`src/rtl/bmsa_pkg.sv`:
```
// types, constants and codes shared by the binned mean and standard error accumulator
package bmsa_pkg;

    localparam int MAX_BINS_DEFAULT = 64;
    localparam logic [6:0] BIN_LIMIT_RESET = 7'd40;
    localparam logic [15:0] COUNT_MAX = 16'hFFFF;
    localparam logic [22:0] ERR_MAX = 23'h7FFFFF;
    localparam logic [23:0] MEAN_POS_MAX = 24'h7FFFFF;
    localparam logic [23:0] MEAN_NEG_MIN = 24'h800000;

    localparam logic CMD_ACCUMULATE = 1'b0;
    localparam logic CMD_READ = 1'b1;
    localparam logic CFG_REG_BIN_LIMIT = 1'b0;

    typedef struct packed {
        logic              cmd;
        logic signed [23:0] truth_energy;
        logic signed [23:0] cluster_energy;
        logic signed [23:0] core_energy;
        logic        [5:0]  read_bin;
    } item_t;

    typedef struct packed {
        logic               accepted;
        logic        [15:0] sample_count;
        logic signed [23:0] mean_cluster;
        logic        [22:0] error_cluster;
        logic signed [23:0] mean_core;
        logic        [22:0] error_core;
    } result_t;

    typedef struct packed {
        logic [15:0] count;
        logic [39:0] cluster_sum;
        logic [61:0] cluster_square_sum;
        logic [39:0] core_sum;
        logic [61:0] core_square_sum;
    } entry_t;

    typedef enum logic [3:0] {
        ST_CLEAR, ST_IDLE, ST_ACC, ST_LOAD, ST_DEN1, ST_DEN2, ST_MEAN,
        ST_MA, ST_MB, ST_EDIV, ST_SQRT, ST_DONE
    } state_t;

    typedef enum logic [1:0] {
        AR_MUL, AR_DIV, AR_SQRT
    } arith_op_t;

    typedef struct packed {
        logic      start;
        arith_op_t op;
    } arith_req_t;

endpackage

```
`src/rtl/bmsa_arith.sv`:
```
// shared bit-serial multiplier, divider and square root unit
module bmsa_arith
(
    input  logic                clk,
    input  logic                rst_n,
    input  bmsa_pkg::arith_req_t req,
    input  logic [127:0]        opa,
    input  logic [63:0]         opb,
    output logic                done,
    output logic [127:0]        res
);

    logic                busy_reg, busy_next;
    bmsa_pkg::arith_op_t op_reg, op_next;
    logic [7:0]          cnt_reg, cnt_next;
    logic [127:0]        x_reg, x_next;
    logic [63:0]         y_reg, y_next;
    logic [127:0]        acc_reg, acc_next;
    logic [63:0]         rem_reg, rem_next;
    logic                over_reg, over_next;
    logic                done_reg, done_next;

    logic [64:0] rem_sh;
    logic        qbit;
    logic [64:0] root_try;
    logic        last;

    always_ff @(posedge clk or negedge rst_n)
    begin
        if (!rst_n)
        begin
            busy_reg <= 1'b0;
            done_reg <= 1'b0;
            op_reg   <= bmsa_pkg::AR_MUL;
            cnt_reg  <= '0;
        end
        else
        begin
            busy_reg <= busy_next;
            done_reg <= done_next;
            op_reg   <= op_next;
            cnt_reg  <= cnt_next;
        end
    end

    always_ff @(posedge clk)
    begin
        x_reg    <= x_next;
        y_reg    <= y_next;
        acc_reg  <= acc_next;
        rem_reg  <= rem_next;
        over_reg <= over_next;
    end

    always_comb
    begin
        busy_next = busy_reg;
        op_next   = op_reg;
        cnt_next  = cnt_reg;
        x_next    = x_reg;
        y_next    = y_reg;
        acc_next  = acc_reg;
        rem_next  = rem_reg;
        over_next = over_reg;
        done_next = 1'b0;
        rem_sh    = {rem_reg, x_reg[127]};
        qbit      = (rem_sh >= {1'b0, y_reg});
        root_try  = {1'b0, acc_reg[63:0]} + {1'b0, y_reg};
        last      = 1'b0;

        if (req.start)
        begin
            busy_next = 1'b1;
            op_next   = req.op;
            cnt_next  = '0;
            acc_next  = '0;
            rem_next  = '0;
            over_next = 1'b0;
            x_next    = opa;
            y_next    = opb;
            if (req.op == bmsa_pkg::AR_SQRT)
            begin
                x_next = {64'b0, opa[63:0]};
                y_next = 64'h4000_0000_0000_0000;
            end
        end
        else if (busy_reg)
        begin
            cnt_next = cnt_reg + 8'd1;
            unique case (op_reg)
                bmsa_pkg::AR_MUL:
                begin
                    if (y_reg[0])
                    begin
                        acc_next = acc_reg + x_reg;
                    end
                    x_next = {x_reg[126:0], 1'b0};
                    y_next = {1'b0, y_reg[63:1]};
                    last   = (cnt_reg == 8'd63);
                end
                bmsa_pkg::AR_DIV:
                begin
                    x_next   = {x_reg[126:0], 1'b0};
                    rem_next = qbit ? 64'(rem_sh - {1'b0, y_reg}) : rem_sh[63:0];
                    if (cnt_reg < 8'd64)
                    begin
                        over_next = over_reg | qbit;
                    end
                    else
                    begin
                        acc_next = {acc_reg[126:0], qbit};
                    end
                    last = (cnt_reg == 8'd127);
                end
                bmsa_pkg::AR_SQRT:
                begin
                    if ({1'b0, x_reg[63:0]} >= root_try)
                    begin
                        x_next   = {64'b0, 64'(x_reg[63:0] - root_try[63:0])};
                        acc_next = {64'b0, 64'({1'b0, acc_reg[63:1]} + y_reg)};
                    end
                    else
                    begin
                        acc_next = {64'b0, 1'b0, acc_reg[63:1]};
                    end
                    y_next = {2'b0, y_reg[63:2]};
                    last   = (cnt_reg == 8'd31);
                end
                default:
                begin
                    last = 1'b1;
                end
            endcase
            if (last)
            begin
                busy_next = 1'b0;
                done_next = 1'b1;
            end
        end
    end

    assign done = done_reg;
    assign res  = (op_reg == bmsa_pkg::AR_DIV && over_reg) ? {64'b0, {64{1'b1}}} : acc_reg;

    assert property (@(posedge clk) disable iff (!rst_n) done |-> !busy_reg)
        else $error("arith done while busy");
    assert property (@(posedge clk) disable iff (!rst_n) $rose(done) |-> $past(busy_reg))
        else $error("arith done without a running operation");
    assert property (@(posedge clk) disable iff (!rst_n)
        busy_reg && op_reg == bmsa_pkg::AR_SQRT |-> cnt_reg < 8'd32)
        else $error("square root ran past its last step");

endmodule

```
`config.mk`:
```
export PLATFORM = sky130hd
export DESIGN_NAME = bmsa_arith
export DESIGN_NICKNAME = d
export VERILOG_FILES = /design/src/rtl/bmsa_pkg.sv /design/src/rtl/bmsa_arith.sv
export SDC_FILE = /design/constraint.sdc
export NUM_CORES = 2
export LEC_CHECK = 0
export BUFFER_PORTS_ARGS = -buffer_cell sky130_fd_sc_hd__buf_2
export CAP_MARGIN = 0
export CORE_ASPECT_RATIO = 1.2
export CORE_UTILIZATION = 54
export CTS_CLUSTER_DIAMETER = 60
export DETAILED_ROUTE_END_ITERATION = 10
export GPL_TIMING_DRIVEN = 0
export PLACE_DENSITY_LB_ADDON = 0.05
export SLEW_MARGIN = 20
export SYNTH_ARGS = -nofsm -noshare
export SYNTH_HDL_FRONTEND = slang
export SYNTH_SLANG_ARGS = --single-unit
```
`constraint.sdc`:
```
create_clock -name clk -period 23.1 [get_ports clk]
set_input_delay 4.62 -clock clk [delete_from_list [all_inputs] [get_ports clk]]
set_output_delay 4.62 -clock clk [all_outputs]
set_load 0.02 [all_outputs]
```
==> summary.md <==
| Metric | Value |
|---|---|
| R2R depth | 30 |
| Post-DP Area | between 40000 and 50000 sq um |
| Clock buffer depth | 3 |
| Ys async rst share | 3.02% |
| Fillers | between 7000 and 8000 |
| Syn nets | 6036 |
| Die H | 309 um |
| CP max-delay cell | o41ai_1 |
| Dominant synthesized flop cell | dfxtp_1 |
| Via/cell ratio | around 6.7 |
| Maximum vdd drop | 0.0793 mV |
| Worst-margin pin slew | 1.28 ns |
| Routed wire length | ~190000 um |
| Top delay family on crit path | compound AO/OA/AOI/OAI gates |
| Time the worst path needs with I/O delays and setup | between 10 and 15 ns |
| Slew margin rel. | 14.5% |
| TritonCTS Sinks | between 300 and 400 |
| I/O pin count | 326 |
| RSZ-0062 raised after global routing | false |
| Resized Gates After CTS | 0 |
| EDFF count, synth | 192 |
| Clock latency on the worst-skew pair | ~0.66 ns |
| CP arrival | 10.47 ns |
| Layout cells sized above 1 | 8.59% |
| WP buf/inv | 6 |
| Critical Path Stages | 30 |
| Power per cell area | between 100 and 150 nW/um^2 |
| Multi-input gate area | just over 30000 sq um |
| Num CTS Buffers | 53 |
| Flops & latches, synth | between 300 and 400 |
| Worst hold path class | flip-flop to flip-flop |
| WHS Path Cells | 2 |
| Post-Syn Area | 42400 sq um |
| Number of global-route vias before repair | 43300 |
| Routed Antenna Nets | 0 |
| Setup Buffers After CTS | 0 |
| Antenna violations before repair | 19 |
| YS warnings | 0 |
| Max-cap viol count | 0 |
| CP max FO | between 50 and 60 |
| TritonCTS clock tree | built |
| Synth-to-layout area growth | 11.5% |
| Dpl cells | 6806 |
| Cells after Synth | 5447 |
| Largest stage delay, worst path | 0.96 ns |
| Non-Filler Instances | 6915 |
| Max-slew violation count | 0 |
| Clk pin slew, worst setup/hold paths | 0.07 ns |
| Hold Vio Cnt, Final | 0 |
| Gr ovfl total | 0 |
| First-pass GRT wire length | 271000 um |
| Reg area | roughly 9900 sq um |
| Post-route cell area | 47300 sq um |
| # setup viols final | 0 |
| Root buffer cell | clkbuf_16 |
| Hold Buf Count CTS | 0 |
| DP HPWL | approximately 150000 um |
| Leak Pwr | 21.2 nW |
| Die X | 258 um |
| Rows | 112 |
| Die Footprint | between 70000 and 80000 sq um |
| Iteration-0 DRC Markers | about 4800 |
| Worst setup margin | 12.95 ns |
| Yosys cell types | 91 |
| Drc violations | 0 |
| TritonRoute pass-1 iters | 6 |
| Clk_skew | ~0.030 ns |
| Drt wl/cell | 27.2 um |
| Final GP Congestion | 1.05 |
| H-tree levels | 2 |
| Final setup TNS | 0 ns |
| CP required | 23.42 ns |
| Starting Density | between 50% and 60% |
| Pwr Total | 6.14 mW |
| Status | completed |
| Register area share after synthesis | 23.4% |
| Port Buffers | 325 |
| Post-Syn Area per Cell | 7.79 sq um |
| Layout Nets | 6424 |
| Via count | 46200 |
| Post-place setup slack | approximately 13 ns |
| Core ar. | 77800 sq um |
| Crit. End Element | flip-flop |
| Final cycle utilization of the critical path | 44.0% |
| Critical Path Start Type | flip-flop |
| Max Fclk | ~0.1 GHz |
| WS Path Type | flip-flop to flip-flop |
| Total global-route track usage | 45.5% |
| Largest net degree at the start of global routing | 52 |
-- cell usage in the layout, fill, tap and decap left out, drive strengths merged, types with 36 or more instances in the layout --
master / count
a21o: 245
a31oi: 60
xnor2: 208
a211oi: 62
and3: 41
nand4: 141
nand2: 481
nor2: 304
ha: 387
and2: 88
o21bai: 92
o211ai: 54
nor3: 69
inv: 206
nor2b: 41
o21ai: 471
clkbuf: 393
o221ai: 48
edfxtp: 192
nand3: 95
xor2: 150
mux2i: 195
a221oi: 36
nand2b: 102
buf: 365
dfxtp: 193
a22o: 65
a21oi: 641
o21a: 55
o211a: 38
-- metrics by stage --
step	util, %	hold WS (ns)
after global placement	58.3	0.460
after floorplan	-	0.437
after CTS	60.8	0.476
final	60.9	0.476
after detailed placement	58.5	0.468
after global routing	60.8	0.495
-- worst min-delay path, stage by stage, from the launching register on --
cell     delay [ns]
dfxtp_1        0.32
nand2_1        0.06
a21oi_1        0.05
-- final timing paths --
path	start	endpoint	slack [ns]
min in group asynchronous	rst_n	done$_DFF_PN0_	3.88
worst min-delay path	rem_reg[27]$_SDFFE_PP0P_	rem_reg[27]$_SDFFE_PP0P_	0.48
max in group asynchronous	rst_n	cnt_reg[6]$_DFFE_PN0P_	18.94
worst max register to register	y_reg[1]$_DFFE_PP_	x_reg[7]$_DFFE_PP_	12.95
worst max-delay path	y_reg[1]$_DFFE_PP_	x_reg[7]$_DFFE_PP_	12.95
worst min register to register	rem_reg[27]$_SDFFE_PP0P_	rem_reg[27]$_SDFFE_PP0P_	0.48
-- area by class of cell --
cell class,instances,area share (%)
clock buffer,70,3.18
tap,1026,2.71
multi-input combinational,4497,64.3
timing repair buffer,333,3.71
inverter,198,1.57
sequential,397,21.0
antenna,9,0.0476
buffer,355,2.95
clock inverter,30,0.560
-- cell families after synthesis --
family	after synthesis	synth area share [%]
xor gates and xnor gates	358	7.39
adders and majority gates	392	11.6
AOI/OAI and AO/OA	2080	31.1
DFF	397	23.4
muxes	199	4.71
and+or+nand+nor	1468	16.7
buffers and inverters	553	4.99
-- synthesized netlist by cell type (21+ instances only) --
cell type / count / area share [%]
a221oi_1: 36 / 0.74
o211ai_1: 53 / 0.94
o21a_1: 55 / 0.97
ha_1: 387 / 11
and2_1: 88 / 1.3
dfxtp_1: 193 / 9.1
or3_1: 21 / 0.31
xor2_1: 150 / 3.1
and3_1: 41 / 0.60
o22ai_1: 29 / 0.43
o211a_1: 38 / 0.90
a211oi_1: 62 / 1.1
o221ai_1: 48 / 0.99
nor2_1: 304 / 2.7
clkbuf_1: 323 / 2.9
nand2b_1: 102 / 1.5
o31ai_1: 29 / 0.51
nand2_1: 481 / 4.3
nand3_1: 95 / 1.1
nor3_1: 69 / 0.81
nand4_1: 141 / 2.1
a21oi_1: 641 / 7.6
nor4_1: 25 / 0.37
nor2b_1: 41 / 0.60
inv_1: 196 / 1.7
xnor2_1: 208 / 4.3
a22o_1: 65 / 1.3
edfxtp_1: 192 / 14
a21o_1: 245 / 4.3
a31oi_1: 60 / 0.88
o21ai_0: 448 / 5.3
o21ai_1: 23 / 0.27
mux2i_1: 195 / 4.6
o21bai_1: 92 / 1.6
-- routing by layer --
metal	GRT usage, %	share of wire [%]
met3	9.05	9.7
met4	34.5	8.6
met2	73.3	45
met5	0	0.067
met1	53.4	37
-- where the power goes --
group | total (mW) | switching, mW | internal [mW]
clock network | 0.857 | 0.371 | 0.486
logic | 4.08 | 2.60 | 1.48
registers | 1.19 | 0.270 | 0.925
No activity file was read; power rests on OpenSTA's default activity.
